<file path="src/sv/sac_pkg.sv">
// sac_pkg: widths, constants and shared types for the swept box collision block
// depends on nothing
package sac_pkg;

    localparam int COORD_BITS     = 16;
    localparam int TIME_FRAC_BITS = 16;
    localparam int SIZE_BITS      = COORD_BITS - 1;
    localparam int GAP_W          = COORD_BITS + 2;
    localparam int NUM_W          = GAP_W + TIME_FRAC_BITS;
    localparam int DEN_W          = COORD_BITS;
    localparam int QB             = TIME_FRAC_BITS + 1;
    localparam int TIME_W         = TIME_FRAC_BITS + 2;
    localparam int CT_W           = TIME_FRAC_BITS + 1;
    localparam int DIV_LAT        = QB + 2;

    localparam logic signed [TIME_W-1:0] T_MINUS1 = '1;
    localparam logic signed [TIME_W-1:0] T_ONE    = TIME_W'(2 ** TIME_FRAC_BITS);
    localparam logic signed [TIME_W-1:0] T_OVER   = TIME_W'(2 ** TIME_FRAC_BITS + 1);
    localparam logic [CT_W-1:0]          CT_ONE   = CT_W'(2 ** TIME_FRAC_BITS);

    localparam logic signed [1:0] NRM_POS  = 2'sb01;
    localparam logic signed [1:0] NRM_NEG  = 2'sb11;
    localparam logic signed [1:0] NRM_ZERO = 2'sb00;

    typedef struct packed {
        logic [NUM_W-1:0] nmag;
        logic [DEN_W-1:0] dmag;
        logic             neg;
    } div_req_t;

    typedef struct packed {
        logic zx;
        logic zy;
        logic sx;
        logic sy;
    } side_t;

    typedef struct packed {
        logic  valid;
        side_t side;
    } tag_t;

endpackage

</file>
<file path="src/sv/sac_decide.sv">
// sac_decide: entry and exit selection, hit test, normal choice, result register
// depends on sac_pkg
module sac_decide
(
    input  logic                                clk,
    input  logic                                en,
    input  logic signed [sac_pkg::TIME_W-1:0]   tin_x,
    input  logic signed [sac_pkg::TIME_W-1:0]   tout_x,
    input  logic signed [sac_pkg::TIME_W-1:0]   tin_y,
    input  logic signed [sac_pkg::TIME_W-1:0]   tout_y,
    input  sac_pkg::side_t                      side,
    output logic                                hit,
    output logic        [sac_pkg::CT_W-1:0]     contact_time,
    output logic signed [1:0]                   normal_x,
    output logic signed [1:0]                   normal_y
);

    localparam int TW = sac_pkg::TIME_W;

    logic signed [TW-1:0] ex, xx, ey, xy, entry, exit_t;
    logic                 x_wins, miss;
    logic                 hit_reg, hit_next;
    logic [sac_pkg::CT_W-1:0] ct_reg, ct_next;
    logic signed [1:0]    nx_reg, nx_next, ny_reg, ny_next;

    always_comb
    begin
        ex = side.zx ? sac_pkg::T_MINUS1 : tin_x;
        xx = side.zx ? sac_pkg::T_OVER   : tout_x;
        ey = side.zy ? sac_pkg::T_MINUS1 : tin_y;
        xy = side.zy ? sac_pkg::T_OVER   : tout_y;
        x_wins = ex > ey;
        entry  = x_wins ? ex : ey;
        exit_t = (xx < xy) ? xx : xy;
        miss = (entry > exit_t) || (ex[TW-1] && ey[TW-1])
            || (ex > sac_pkg::T_ONE) || (ey > sac_pkg::T_ONE);
        hit_next = !miss;
        nx_next  = sac_pkg::NRM_ZERO;
        ny_next  = sac_pkg::NRM_ZERO;
        if (miss)
            ct_next = sac_pkg::CT_ONE;
        else
        begin
            ct_next = entry[sac_pkg::CT_W-1:0];
            if (x_wins)
                nx_next = side.sx ? sac_pkg::NRM_POS : sac_pkg::NRM_NEG;
            else
                ny_next = side.sy ? sac_pkg::NRM_POS : sac_pkg::NRM_NEG;
        end
    end

    always_ff @(posedge clk)
    begin
        if (en)
        begin
            hit_reg <= hit_next;
            ct_reg  <= ct_next;
            nx_reg  <= nx_next;
            ny_reg  <= ny_next;
        end
    end

    assign hit          = hit_reg;
    assign contact_time = ct_reg;
    assign normal_x     = nx_reg;
    assign normal_y     = ny_reg;

endmodule

</file>
<file path="config.mk">
export PLATFORM = sky130hd
export DESIGN_NAME = sac_decide
export DESIGN_NICKNAME = d
export VERILOG_FILES = /design/src/sv/sac_pkg.sv /design/src/sv/sac_decide.sv
export SDC_FILE = /design/constraint.sdc
export NUM_CORES = 1
export LEC_CHECK = 0
export ABC_CLOCK_PERIOD_IN_PS = 5700
export BUFFER_PORTS_ARGS = -buffer_cell sky130_fd_sc_hd__buf_2
export CAP_MARGIN = 10
export CORE_MARGIN = 4
export CORE_UTILIZATION = 55
export DETAILED_ROUTE_END_ITERATION = 7
export GPL_ROUTABILITY_DRIVEN = 0
export MAX_ROUTING_LAYER = met4
export PLACE_DENSITY = 0.84
export SLEW_MARGIN = 30
export SYNTH_ARGS = -nofsm -noshare
export SYNTH_HDL_FRONTEND = slang
export SYNTH_SLANG_ARGS = --single-unit
</file>
<file path="constraint.sdc">
create_clock -name clk -period 5.7 [get_ports clk]
set_input_delay 0.285 -clock clk [delete_from_list [all_inputs] [get_ports clk]]
set_output_delay 0.285 -clock clk [all_outputs]
set_load 0.005 [all_outputs]
</file>
# == After elaboration in Yosys (flattened, before gate mapping) ==
# Index checks and enable logic that the tools add are counted.
# totals
register_bits,22
output_inout_bits,22
wordCells,25
# op_classes
n_lt_le_gt_ge,5
n_mux,8
bitwise,1
n_reduce_logical,7
# op_table
operator,n
$mux W18,6
$gt A18 B18 Y1,2
$gt A18 B18 Y1 const B,2
$lt A18 B18 Y1,1
$mux W2,2
$reduce_or A2 Y1,2
$logic_or A1 B1 Y1,3
$logic_and A1 B1 Y1,1
$logic_not A1 Y1,1
$not A1 Y1,1

# == Logic depth before layout (Yosys ltp) ==
# logic_depth
depth_word,8
ltp_mapped,22

# == Least setup slack after synthesis ==
# OpenSTA, ideal clock, no wires.
# synth_timing
path_kind,input to register
startpoint,input port side[3] (netlist bit)
endpoint,"register ct_reg, in the netlist contact_time[16], data pin"
setup_ns,0.266
t_arrival_ns,4.422
required_time_ns,5.434
slack_ns,1.012
stages,22
path_buffers,4
cell_sequence,clkbuf_1 > clkbuf_1 > clkbuf_1 > nor2_1 > inv_1 > ha_1 > a21oi_1 > a21oi_1 > a211o_1 > a41oi_1 > a21bo_2 > clkbuf_1 > nand3_1 > o21a_1 > ha_1 > a211oi_1 > o21ai_1 > a211oi_1 > o221ai_1 > a31oi_4 > and4_1 > a31oi_1
# synth_between
elab_chain_cells,7
word_cells_on_any_way,12
cone_classes,order compare: 4; mux: 4; reduce/logical: 4
# synth_lines
element,line,source
from (decl),sac_decide.sv:11,"input sac_pkg::side_t side,"
$mux W18 *,sac_decide.sv:28,ex = side.zx ? sac_pkg::T_MINUS1 : tin_x;
$gt A18 B18 Y1,sac_decide.sv:32,x_wins = ex > ey;
$mux W18 *,sac_decide.sv:33,entry = x_wins ? ex : ey;
net entry[7],sac_decide.sv:20,"logic signed [TW-1:0] ex, xx, ey, xy, entry, exit_t;"
$gt A18 B18 Y1 *,sac_decide.sv:35,miss = (entry > exit_t) || (ex[TW-1] && ey[TW-1])
$logic_or A1 B1 Y1 *,sac_decide.sv:35,
$logic_or A1 B1 Y1 * (2 in a row),sac_decide.sv:36,|| (ex > sac_pkg::T_ONE) || (ey > sac_pkg::T_ONE);
to (signal assigned),sac_decide.sv:57,ct_reg <= ct_next;
to (decl),sac_decide.sv:23,"logic [sac_pkg::CT_W-1:0] ct_reg, ct_next;"
# The timed path passes the listed nets; every way through them passes the cells marked *.
# A chain may end at the register's enable or synchronous reset.

# == Final worst setup path ==
# Ends and elaborated chain as after synthesis.

==> flow_metrics.py <==
metrics = {
    "run_status": {
        "status": "completed",
    },
    "drt": {
        "drt-total-wl_um": 10660,
        "wl_met3_um": 744,
        "met2_wl_post_dr_um": 5154,
        "initial_drc_count": 300,
        "route.vias.total": 4009,
        "route.detailed.drc": 0,
        "routedLengthMet1_um": 4378,
        "postRouteAntennaNets": 0,
        "drtPass1Iterations": 5,
        "routed_len_inst_um": 17.34,
        "topRoutingLayerUsed": "met4",
        "vias_per_cell": 6.519,
    },
    "worst_setup_path": {
        "arrival_ps": 5130,
        "most_used_cell_along_the_critical_path": "inv_1",
        "critPathRequiredTime_ps": 5710,
        "max_stage_delay_ps": 560,
        "criticalPathCategory": "primary input to flop",
        "critical_path.top_delay_family": "simple AND/OR/NAND/NOR gates",
        "cp-startpoint": "side[3]",
        "critical_path.startpoint_type": "primary input",
        "cp-end-kind": "flop",
        "path_cells": "buf_2 -> nor2_1 -> inv_1 -> ha_1 -> and4b_1 -> inv_1 -> nor3_2 -> a41oi_1 -> and3_1 -> nor2_2 -> buf_4 -> o21a_1 -> ha_1 -> nand4_1 -> inv_1 -> a211oi_1 -> o221ai_1 -> a31oi_4 -> and4_1 -> a31oi_1",
        "crit_path_max_fanout": 24,
        "critical_path.slowest_cell": "a31oi_4",
        "worst-path-buf-inv": 5,
    },
    "logic_synthesis": {
        "synth-warning-count": 0,
        "synth_largest_area_cell": "edfxtp_1",
        "proportion_of_synthesized_chip_area_in_sequential_cells_pct": 17.98,
        "simple_logic_cell_fraction_of_the_synthesized_area_pct": 32.04,
        "synth_adder_area_share_pct": 17.71,
        "post-synth-top-count-cell": "ha_1",
        "synth_async_sr_flop_share_pct": 0,
        "muxShareOfSynthArea_pct": 0.2724,
        "ys_top_cells_by_area": "edfxtp_1 (18%), ha_1 (18%), o211a_1 (7.9%)",
        "synth_top_flop_cell": "edfxtp_1",
        "dominant_combinational_cell_family_by_area_after_synthesis": "simple AND/OR/NAND/NOR gates",
        "synth_common_cells": "ha_1 (52), nor2_1 (50), nand3_1 (35)",
        "synth.net_count": 588,
        "synthesis.area_um2": 3675,
        "synth_cell_types": 54,
        "postSynthCellCount": 458,
        "post_synth_top_area_share_pct": 17.98,
        "complex_gate_fraction_of_the_synthesized_area_pct": 27.41,
        "synth-xor-area-share_pct": 0,
        "postSynthRegisterBits": 22,
        "synth_edf_count": 22,
        "postSynthAreaPerCell_um2": 8.024,
    },
    "finish": {
        "layout.core_utilization_pct": 66.61,
        "final.fill_count": 561,
        "area_growth_syn_to_layout_pct": 16.41,
        "num_antenna_cells": 0,
        "drive_above_1_share_pct": 23.05,
        "finish.cell_count_without_fillers": 615,
        "flip_flop_count_of_the_largest_register_after_layout": 17,
        "final_nets": 669,
    },
    "cts": {
        "buffer_depth_of_the_longest_clock_path": 2,
        "post_cts_resize_count": 0,
        "cts_inserted_buffers": 3,
        "cts_num_sinks": 22,
        "cts_root_cell": "clkbuf_8",
        "tritoncts_clock_tree": "built",
        "cts_hold_repair.buffers": 0,
        "h-tree-depth": 1,
        "cts.reportedPaths.clkPinSlew_ps": 80,
        "cts_setup_buffers": 0,
    },
    "global_route": {
        "grt_start_max_net_pins": 37,
        "grt-ovfl-total": 0,
        "grt_util_all_layers_pct": 25.97,
        "first_global_vias": 3761,
        "grt_first_pass_wirelength_um": 17330,
        "initial_antenna_violation_count": 0,
    },
    "die": {
        "initial_utilization_pct": 57.22,
        "die_area_um2": 8053,
        "height_of_the_die_um": 89.74,
        "ioPinCount": 100,
        "die_x_um": 89.74,
        "rows": 29,
        "core_region_area_um2": 6422,
    },
    "power": {
        "total_power_of_the_final_layout_mw": 0.7695,
        "ir_drop_v": 0.0001068,
        "total_leakage_power_nw": 1.917,
        "power_per_cell_area_nw_per_um2": 179.9,
    },
    "job": {
        "timing.max_cap.violations": 0,
    },
    "timing": {
        "setup_slack_ps": 573.9,
        "grt_setup_unrepaired": "false",
        "hold_violations": 0,
        "tightest_slew_ps": 587.7,
        "post-route-min-period_ps": 5126,
        "post-route-period-util_pct": 89.93,
        "clock.fmax_mhz": 195.1,
        "slew_viol_final": 0,
        "totalNegativeSetupSlack_ps": 0,
        "timing.max_slew.rel_slack_pct": 60.71,
        "setup_violations": 0,
    },
    "hold_path": {
        "min-delay-path-class": "primary input to flop",
        "worstHoldStart": "side[1]",
    },
    "place": {
        "port_buffers": 99,
        "dpl.cell_count": 611,
        "place_hpwl_um": 8319,
        "preCtsSetupSlack_ps": 507.3,
    },
}
[where the power goes]
group / internal, mW / total [mW] / leakage [nW] / switching, mW
clock network: 0.0940 / 0.150 / 0.0357 / 0.0560
registers: 0.202 / 0.206 / 0.210 / 0.00373
logic: 0.172 / 0.414 / 1.67 / 0.242
[path summary, 6_finish.rpt]
check,endpoint,cells after the start,slack (ps)
hold / removal,normal_x[1],2,310
setup / recovery,contact_time[16],20,570
[metrics by stage]
stage / hold WS, ps / area, um^2
6_report: 305.0 / 4278
5_1_grt: 302.5 / 4278
2_1_floorplan: 397.5 / 3675
3_3_place_gp: 594.0 / 4207
3_5_place_dp: 585.7 / 4207
4_1_cts: 303.0 / 4278
[cell type report]
type	instances	area [um^2]	area share (%)
multi-input cells	396	2856	66.77
flip-flops and latches	22	660.6	15.44
repair buffers	108	563.0	13.16
well taps	77	96.34	2.252
clock buffers	3	41.29	0.9652
clock inverters	1	30.03	0.7020
inverters	8	30.03	0.7020
[cells in the final DEF (no fill, tap or decap), types with 3 or more instances in the layout]
cell	Yosys	routed
a211oi_1	8	8
a21o_1	6	6
a21oi_1	15	15
a221oi_1	16	16
a31oi_1	4	4
and3_1	3	3
buf_2	3	99
buf_4	0	9
clkbuf_8	0	3
edfxtp_1	22	22
ha_1	52	52
inv_1	8	8
nand2_1	29	29
nand2b_1	21	21
nand3_1	35	35
nand4_1	7	7
nor2_1	50	48
nor2b_1	17	16
nor3_1	6	6
nor3b_1	17	17
nor4_1	6	6
o211a_1	29	29
o21a_1	12	12
o21ai_0	6	6
o21ai_1	6	5
o311a_1	3	3
o31ai_1	3	3
or2_1	13	13
or4_1	3	3
[layer usage]
layer,vias up,track usage [%]
met4,0,9.962
met1,1843,31.01
met5,-,-
li1,1913,-
met3,42,4.925
met2,211,43.48
[kinds of logic after synthesis]
kind of cell               count (synthesis)
AOI/OAI and AO/OA                        125
adders and majority gates                 52
buffers and inverters                     40
DFF                                       22
muxes                                      1
and+or+nand+nor                          218
(Power assumes the default switching activity.)
