==> src/sv/sac_pkg.sv <==
// sac_pkg: widths, constants and shared types for the swept box collision block
// depends on nothing
package sac_pkg;

    localparam int COORD_BITS     = 16;
    localparam int TIME_FRAC_BITS = 16;
    localparam int SIZE_BITS      = COORD_BITS - 1;
    localparam int GAP_W          = COORD_BITS + 2;
    localparam int NUM_W          = GAP_W + TIME_FRAC_BITS;
    localparam int DEN_W          = COORD_BITS;
    localparam int QB             = TIME_FRAC_BITS + 1;
    localparam int TIME_W         = TIME_FRAC_BITS + 2;
    localparam int CT_W           = TIME_FRAC_BITS + 1;
    localparam int DIV_LAT        = QB + 2;

    localparam logic signed [TIME_W-1:0] T_MINUS1 = '1;
    localparam logic signed [TIME_W-1:0] T_ONE    = TIME_W'(2 ** TIME_FRAC_BITS);
    localparam logic signed [TIME_W-1:0] T_OVER   = TIME_W'(2 ** TIME_FRAC_BITS + 1);
    localparam logic [CT_W-1:0]          CT_ONE   = CT_W'(2 ** TIME_FRAC_BITS);

    localparam logic signed [1:0] NRM_POS  = 2'sb01;
    localparam logic signed [1:0] NRM_NEG  = 2'sb11;
    localparam logic signed [1:0] NRM_ZERO = 2'sb00;

    typedef struct packed {
        logic [NUM_W-1:0] nmag;
        logic [DEN_W-1:0] dmag;
        logic             neg;
    } div_req_t;

    typedef struct packed {
        logic zx;
        logic zy;
        logic sx;
        logic sy;
    } side_t;

    typedef struct packed {
        logic  valid;
        side_t side;
    } tag_t;

endpackage

==> src/sv/sac_prep.sv <==
// sac_prep: edge gaps per axis, split into magnitude and sign for the dividers
// depends on sac_pkg
module sac_prep
(
    input  logic                                  clk,
    input  logic                                  en,
    input  logic signed [sac_pkg::COORD_BITS-1:0] mover_x,
    input  logic signed [sac_pkg::COORD_BITS-1:0] mover_y,
    input  logic        [sac_pkg::SIZE_BITS-1:0]  mover_width,
    input  logic        [sac_pkg::SIZE_BITS-1:0]  mover_height,
    input  logic signed [sac_pkg::COORD_BITS-1:0] mover_vel_x,
    input  logic signed [sac_pkg::COORD_BITS-1:0] mover_vel_y,
    input  logic signed [sac_pkg::COORD_BITS-1:0] target_x,
    input  logic signed [sac_pkg::COORD_BITS-1:0] target_y,
    input  logic        [sac_pkg::SIZE_BITS-1:0]  target_width,
    input  logic        [sac_pkg::SIZE_BITS-1:0]  target_height,
    output sac_pkg::div_req_t                     in_x,
    output sac_pkg::div_req_t                     out_x,
    output sac_pkg::div_req_t                     in_y,
    output sac_pkg::div_req_t                     out_y,
    output sac_pkg::side_t                        side
);

    localparam int GW = sac_pkg::GAP_W;
    localparam int TF = sac_pkg::TIME_FRAC_BITS;

    sac_pkg::div_req_t in_x_reg, out_x_reg, in_y_reg, out_y_reg;
    sac_pkg::div_req_t in_x_next, out_x_next, in_y_next, out_y_next;
    sac_pkg::side_t    side_reg, side_next;

    function automatic sac_pkg::div_req_t mk_req(logic signed [GW-1:0] gap,
                                                 logic signed [sac_pkg::COORD_BITS-1:0] vel);
        sac_pkg::div_req_t r;
        logic [GW-1:0] mag;
        mag    = gap[GW-1] ? GW'(-gap) : GW'(gap);
        r.nmag = {mag, {TF{1'b0}}};
        r.dmag = vel[sac_pkg::COORD_BITS-1] ? sac_pkg::DEN_W'(-vel) : sac_pkg::DEN_W'(vel);
        r.neg  = gap[GW-1] ^ vel[sac_pkg::COORD_BITS-1];
        return r;
    endfunction

    logic signed [GW-1:0] mnx, fnx, mny, fny, tnx, tfx, tny, tfy;
    logic signed [GW-1:0] gxi, gxo, gyi, gyo;
    logic                 px, py;

    always_comb
    begin
        mnx = GW'(mover_x);
        mny = GW'(mover_y);
        tnx = GW'(target_x);
        tny = GW'(target_y);
        fnx = mnx + GW'({1'b0, mover_width});
        fny = mny + GW'({1'b0, mover_height});
        tfx = tnx + GW'({1'b0, target_width});
        tfy = tny + GW'({1'b0, target_height});
        px  = !mover_vel_x[sac_pkg::COORD_BITS-1] && (mover_vel_x != '0);
        py  = !mover_vel_y[sac_pkg::COORD_BITS-1] && (mover_vel_y != '0);
        if (px)
        begin
            gxi = tnx - fnx;
            gxo = tfx - mnx;
        end
        else
        begin
            gxi = tfx - mnx;
            gxo = tnx - fnx;
        end
        if (py)
        begin
            gyi = tny - fny;
            gyo = tfy - mny;
        end
        else
        begin
            gyi = tfy - mny;
            gyo = tny - fny;
        end
        in_x_next  = mk_req(gxi, mover_vel_x);
        out_x_next = mk_req(gxo, mover_vel_x);
        in_y_next  = mk_req(gyi, mover_vel_y);
        out_y_next = mk_req(gyo, mover_vel_y);
        side_next.zx = (mover_vel_x == '0);
        side_next.zy = (mover_vel_y == '0);
        side_next.sx = gxi[GW-1];
        side_next.sy = gyi[GW-1];
    end

    always_ff @(posedge clk)
    begin
        if (en)
        begin
            in_x_reg  <= in_x_next;
            out_x_reg <= out_x_next;
            in_y_reg  <= in_y_next;
            out_y_reg <= out_y_next;
            side_reg  <= side_next;
        end
    end

    assign in_x  = in_x_reg;
    assign out_x = out_x_reg;
    assign in_y  = in_y_reg;
    assign out_y = out_y_reg;
    assign side  = side_reg;

endmodule

==> config.mk <==
export PLATFORM = sky130hd
export DESIGN_NAME = sac_prep
export DESIGN_NICKNAME = d
export VERILOG_FILES = /design/src/sv/sac_pkg.sv /design/src/sv/sac_prep.sv
export SDC_FILE = /design/constraint.sdc
export NUM_CORES = 1
export LEC_CHECK = 0
export BUFFER_PORTS_ARGS = -buffer_cell sky130_fd_sc_hd__buf_2
export CAP_MARGIN = 20
export CELL_PAD_IN_SITES_DETAIL_PLACEMENT = 0
export CELL_PAD_IN_SITES_GLOBAL_PLACEMENT = 1
export CORE_AREA = 2 2 198 200
export DETAILED_ROUTE_END_ITERATION = 8
export DIE_AREA = 0 0 200 202
export GPL_TIMING_DRIVEN = 0
export PLACE_DENSITY = 0.66
export SYNTH_ARGS = -nofsm -noshare
export SYNTH_HDL_FRONTEND = slang
export SYNTH_SLANG_ARGS = --single-unit
==> constraint.sdc <==
create_clock -name clk -period 5.9 [get_ports clk]
set_input_delay 0.295 -clock clk [delete_from_list [all_inputs] [get_ports clk]]
set_output_delay 0.295 -clock clk [all_outputs]
set_load 0.05 [all_outputs]
# [After elaboration in Yosys (flattened, before gate mapping)]
# Cells that the tools add are included.
[word_totals] output_inout_bits=208 elab_cells=56 ff_bits=112
[classes] n_addsub=14 muxes=10 bitwise=4 reduce_logical=8
[op_table] operator="two-way mux 18 bit" n=4
[op_table] operator="negator 18 bit" n=4
[op_table] operator="adder 16 x 16 -> 17 bit" n=4
[op_table] operator="two-way mux 17 bit" n=4
[op_table] operator="subtractor 16 x 17 -> 18 bit" n=2
[op_table] operator="subtractor 17 x 16 -> 18 bit" n=2
[op_table] operator="logical NOT 16 bit" n=2
[op_table] operator="negator 16 bit" n=2
[op_table] operator="nonzero test 16 bit" n=2
[op_table] operator="two-way mux 15 bit" n=2
[op_table] operator="bitwise XOR 1 bit" n=4
[op_table] operator="logical AND 1 bit" n=2
[op_table] operator="logical NOT 1 bit" n=2

# [Logic depth before layout (Yosys ltp)]
[logic_depth] ltp_word=5 depth_mapped=17 ltp_nobuf=15

# [Least setup slack after synthesis]
# Ideal clock, no wire load.
[synth_timing] kind="input -> register" from="input port mover_vel_y[8] (netlist name)" to="register out_y_reg, in the netlist out_y[49], data pin" slack_ns=1.566 stages=15 arrival_ns=4.070 t_required_ns=5.636 setup_ns=0.264 path_cell_list="or4_4 > or4_4 > o21bai_4 > buf_2 > buf_2 > clkbuf_1 > clkbuf_1 > nand2_1 > o21a_1 > inv_1 > ha_1 > or3b_1 > or4_1 > o31ai_1 > xnor2_1"
[synth_lines] item="from (decl)" line_no="sac_prep.sv:12" text="input logic signed [sac_pkg::COORD_BITS-1:0] mover_vel_y,"
[synth_lines] item="to (signal assigned)" line_no="sac_prep.sv:95" text="out_y_reg <= out_y_next;"
[synth_lines] item="to (decl)" line_no="sac_prep.sv:27" text="sac_pkg::div_req_t in_x_reg, out_x_reg, in_y_reg, out_y_reg;"

==> results.yml <==
die:
  io_pins: 366
  die_w_um: 200
  dieArea_mm2: 0.0404
  core_mm2: 0.0383
  fp.dieH_um: 202
  fp-row-count: 72
  start_util_pct: 32.7
timing:
  setup_violations: 0
  timing.final.crit_share_pct: 85.6
  post-route-min-period_ns: 5.05
  hold_viol_final: 0
  max_slew_margin_pct: 33.3
  max_freq_mhz: 198
  finalHoldWorstSlack_ns: 0.174
  setup_tns_ns: 0
  rsz0062_at_grt: "no"
  tightest_slew_ns: 0.972
  maxSlewViolCount: 0
logic_synthesis:
  synth-seq-cells: 112
  synth_seq_area_share_pct: 26.9
  async_flop_share_pct: 0
  ys.flop_type: "edfxtp_1"
  yosysUniqueCellTypes: 75
  syn_inst: 1430
  syn_area_mm2: 0.0125
  avgSynthCellArea_um2: 8.76
  synth-edff-count: 112
  yosys_warnings: 0
grt:
  grtUsageMet3_pct: 1.74
  use_met2_pct: 30.1
  grt_max_degree: 64
  grt_pass1_vias: 10783
  grt_pass1_wl_um: 55900
  grt_use_total_pct: 17.4
  use_met1_pct: 23.1
  antenna_found_initial: 1
  grt-ovfl-total: 0
  busiest_layer: "met2"
drt:
  vias: 10964
  routed_via_density: 4.71
  routed_wl_um: 35700
  wire_per_inst_um: 15.3
  drc: 0
  drtIter0Drc: 576
  detail-route-antenna-nets: 0
  dr.pass1.iters: 5
finish:
  seq_area_mm2: 0.00336
  nFillCells: 4016
  antennaDiodeCount: 0
  final_common_cell: "buf_2"
  final_layout_size_suffix_gt1_share_pct: 24.1
  final_util_pct: 39.8
  final_area_mm2: 0.0152
  final_cell_mix: "buf_2 (304), inv_1 (215), edfxtp_1 (112)"
  multiInputGateArea_mm2: 0.00771
  nets: 2106
  area_delta_synth_final_pct: 21.6
critical_path:
  critPathKind: "in -> reg"
  cp_max_fo: 10
  required_ns: 6.04
  start_kind: "input pin"
  cp_data_arrival_time_ns: 5.18
  critPathCaptureType: "register"
worst_hold_path:
  hold_path_class: "in -> reg"
outcome:
  outcome: "complete, no violations"
clocking:
  cts_buffers: 9
  post_cts_buffers: 0
  clk_path_buf_depth: 2
  cts_root_buffer: "clkbuf_16"
  cts_max_level: 3
  clk_pin_slew_worst_paths_ns: 0.08
  cts_hold_buf: 0
  cts_sinks: 112
  cts_resized: 0
  cts_tree: "yes"
place:
  globalplace.congestion: 0.863
  placed_cell_area_mm2: 0.0149
  post-dp-hpwl_um: 30500
  portBuffers: 301
power_and_ir_drop:
  power_uw: 5240
  p_leak_uw: 0.00724
  max-vdd-ir-drop_mv: 0.155
  cellPowerDensity_mw_per_mm2: 344
job:
  drv_cap: 0
==> per-layer routing <==
layer  routed length, um  share of wire, %
met4                 680               1.9
met2               17000                48
met3                1860               5.2
met1               16100                45
met5                   0                 0
==> per-stage QoR <==
step | setup slack [ns] | instances
floorplan | 1.57 | 1493
global placement | 0.584 | 2312
detailed placement | 0.556 | 2313
CTS | 0.894 | 2329
global route | 0.670 | 2329
finish | 0.852 | 2329
==> worst max-delay path, cell delays in order <==
cell and delay, ns:
buf_2 0.12, or4_1 0.57, or3_1 0.40, o21ai_1 0.78
clkbuf_1 0.57, clkbuf_1 0.52, nor2_1 0.08, a21oi_1 0.17
ha_1 0.28, inv_1 0.08, a221oi_1 0.30, nand2_1 0.13
or3_1 0.38, o21ai_1 0.17, xor2_1 0.33
==> layout make-up <==
cell class,instances,share of cell area [%]
inverters,216,5.32
plain buffers,135,5.72
clock inverters,7,0.419
multi-input cells,1030,50.6
well taps,518,4.25
flip-flops and latches,112,22.1
repair buffers,302,10.1
clock buffers,9,1.48
==> kinds of logic (layout without fill, tap and decap cells) <==
| logic type | Yosys count | in the layout | synth area share, % |
|---|---|---|---|
| xor gates and xnor gates | 137 | 137 | 9.58 |
| and+or+nand+nor | 341 | 341 | 13.2 |
| muxes | 36 | 36 | 2.95 |
| adders and majority gates | 142 | 142 | 17.8 |
| other | 1 | 64 | 0.0299 |
| buffers and inverters | 351 | 669 | 13.4 |
| AOI/OAI and AO/OA | 310 | 310 | 16.1 |
| DFF | 112 | 112 | 26.9 |
==> where the power goes <==
| group | leakage [uW] | switching, uW | total, uW | internal, uW |
|---|---|---|---|---|
| clock | 0.000142 | 307 | 603 | 297 |
| sequential | 0.00109 | 85.3 | 1270 | 1190 |
| combinational | 0.00601 | 2350 | 3360 | 1020 |
| total | 0.00724 | 2740 | 5240 | 2500 |
==> cell usage after synthesis, types with 5 or more instances <==
library cell | instances | area share (%)
inv_1 | 215 | 6.4
edfxtp_1 | 112 | 27
nand2_1 | 107 | 3.2
buf_4 | 96 | 5.8
xnor2_1 | 90 | 6.3
ha_1 | 82 | 8.2
a21oi_1 | 81 | 3.2
nor2_1 | 81 | 2.4
fa_1 | 60 | 9.6
o21ai_0 | 49 | 2.0
xor2_1 | 47 | 3.3
nand3_1 | 34 | 1.4
clkbuf_1 | 32 | 0.96
mux2i_1 | 29 | 2.3
o21ai_1 | 28 | 1.1
o31ai_1 | 23 | 1.4
nor3_1 | 21 | 0.84
a21o_1 | 18 | 1.1
o211ai_1 | 16 | 0.96
nand2b_1 | 12 | 0.60
a211oi_1 | 11 | 0.66
a31oi_1 | 11 | 0.55
nand4_1 | 11 | 0.55
nor4_1 | 11 | 0.55
or3_1 | 10 | 0.50
o21a_1 | 8 | 0.48
or4_1 | 8 | 0.48
mux2_2 | 7 | 0.63
nor2b_1 | 7 | 0.35
nor3b_1 | 7 | 0.42
and2_1 | 6 | 0.30
and3_1 | 6 | 0.30
o41ai_1 | 6 | 0.42
a211o_1 | 5 | 0.35
==> final timing paths <==
path	endpoint	start	cells past startpoint	slack [ns]
max	in_x[47]$_DFFE_PP_	mover_vel_x[11]	15	0.85
min	out_y[1]$_DFFE_PP_	mover_vel_y[0]	1	0.17
Note: power is estimated with default switching activity, not from simulation.
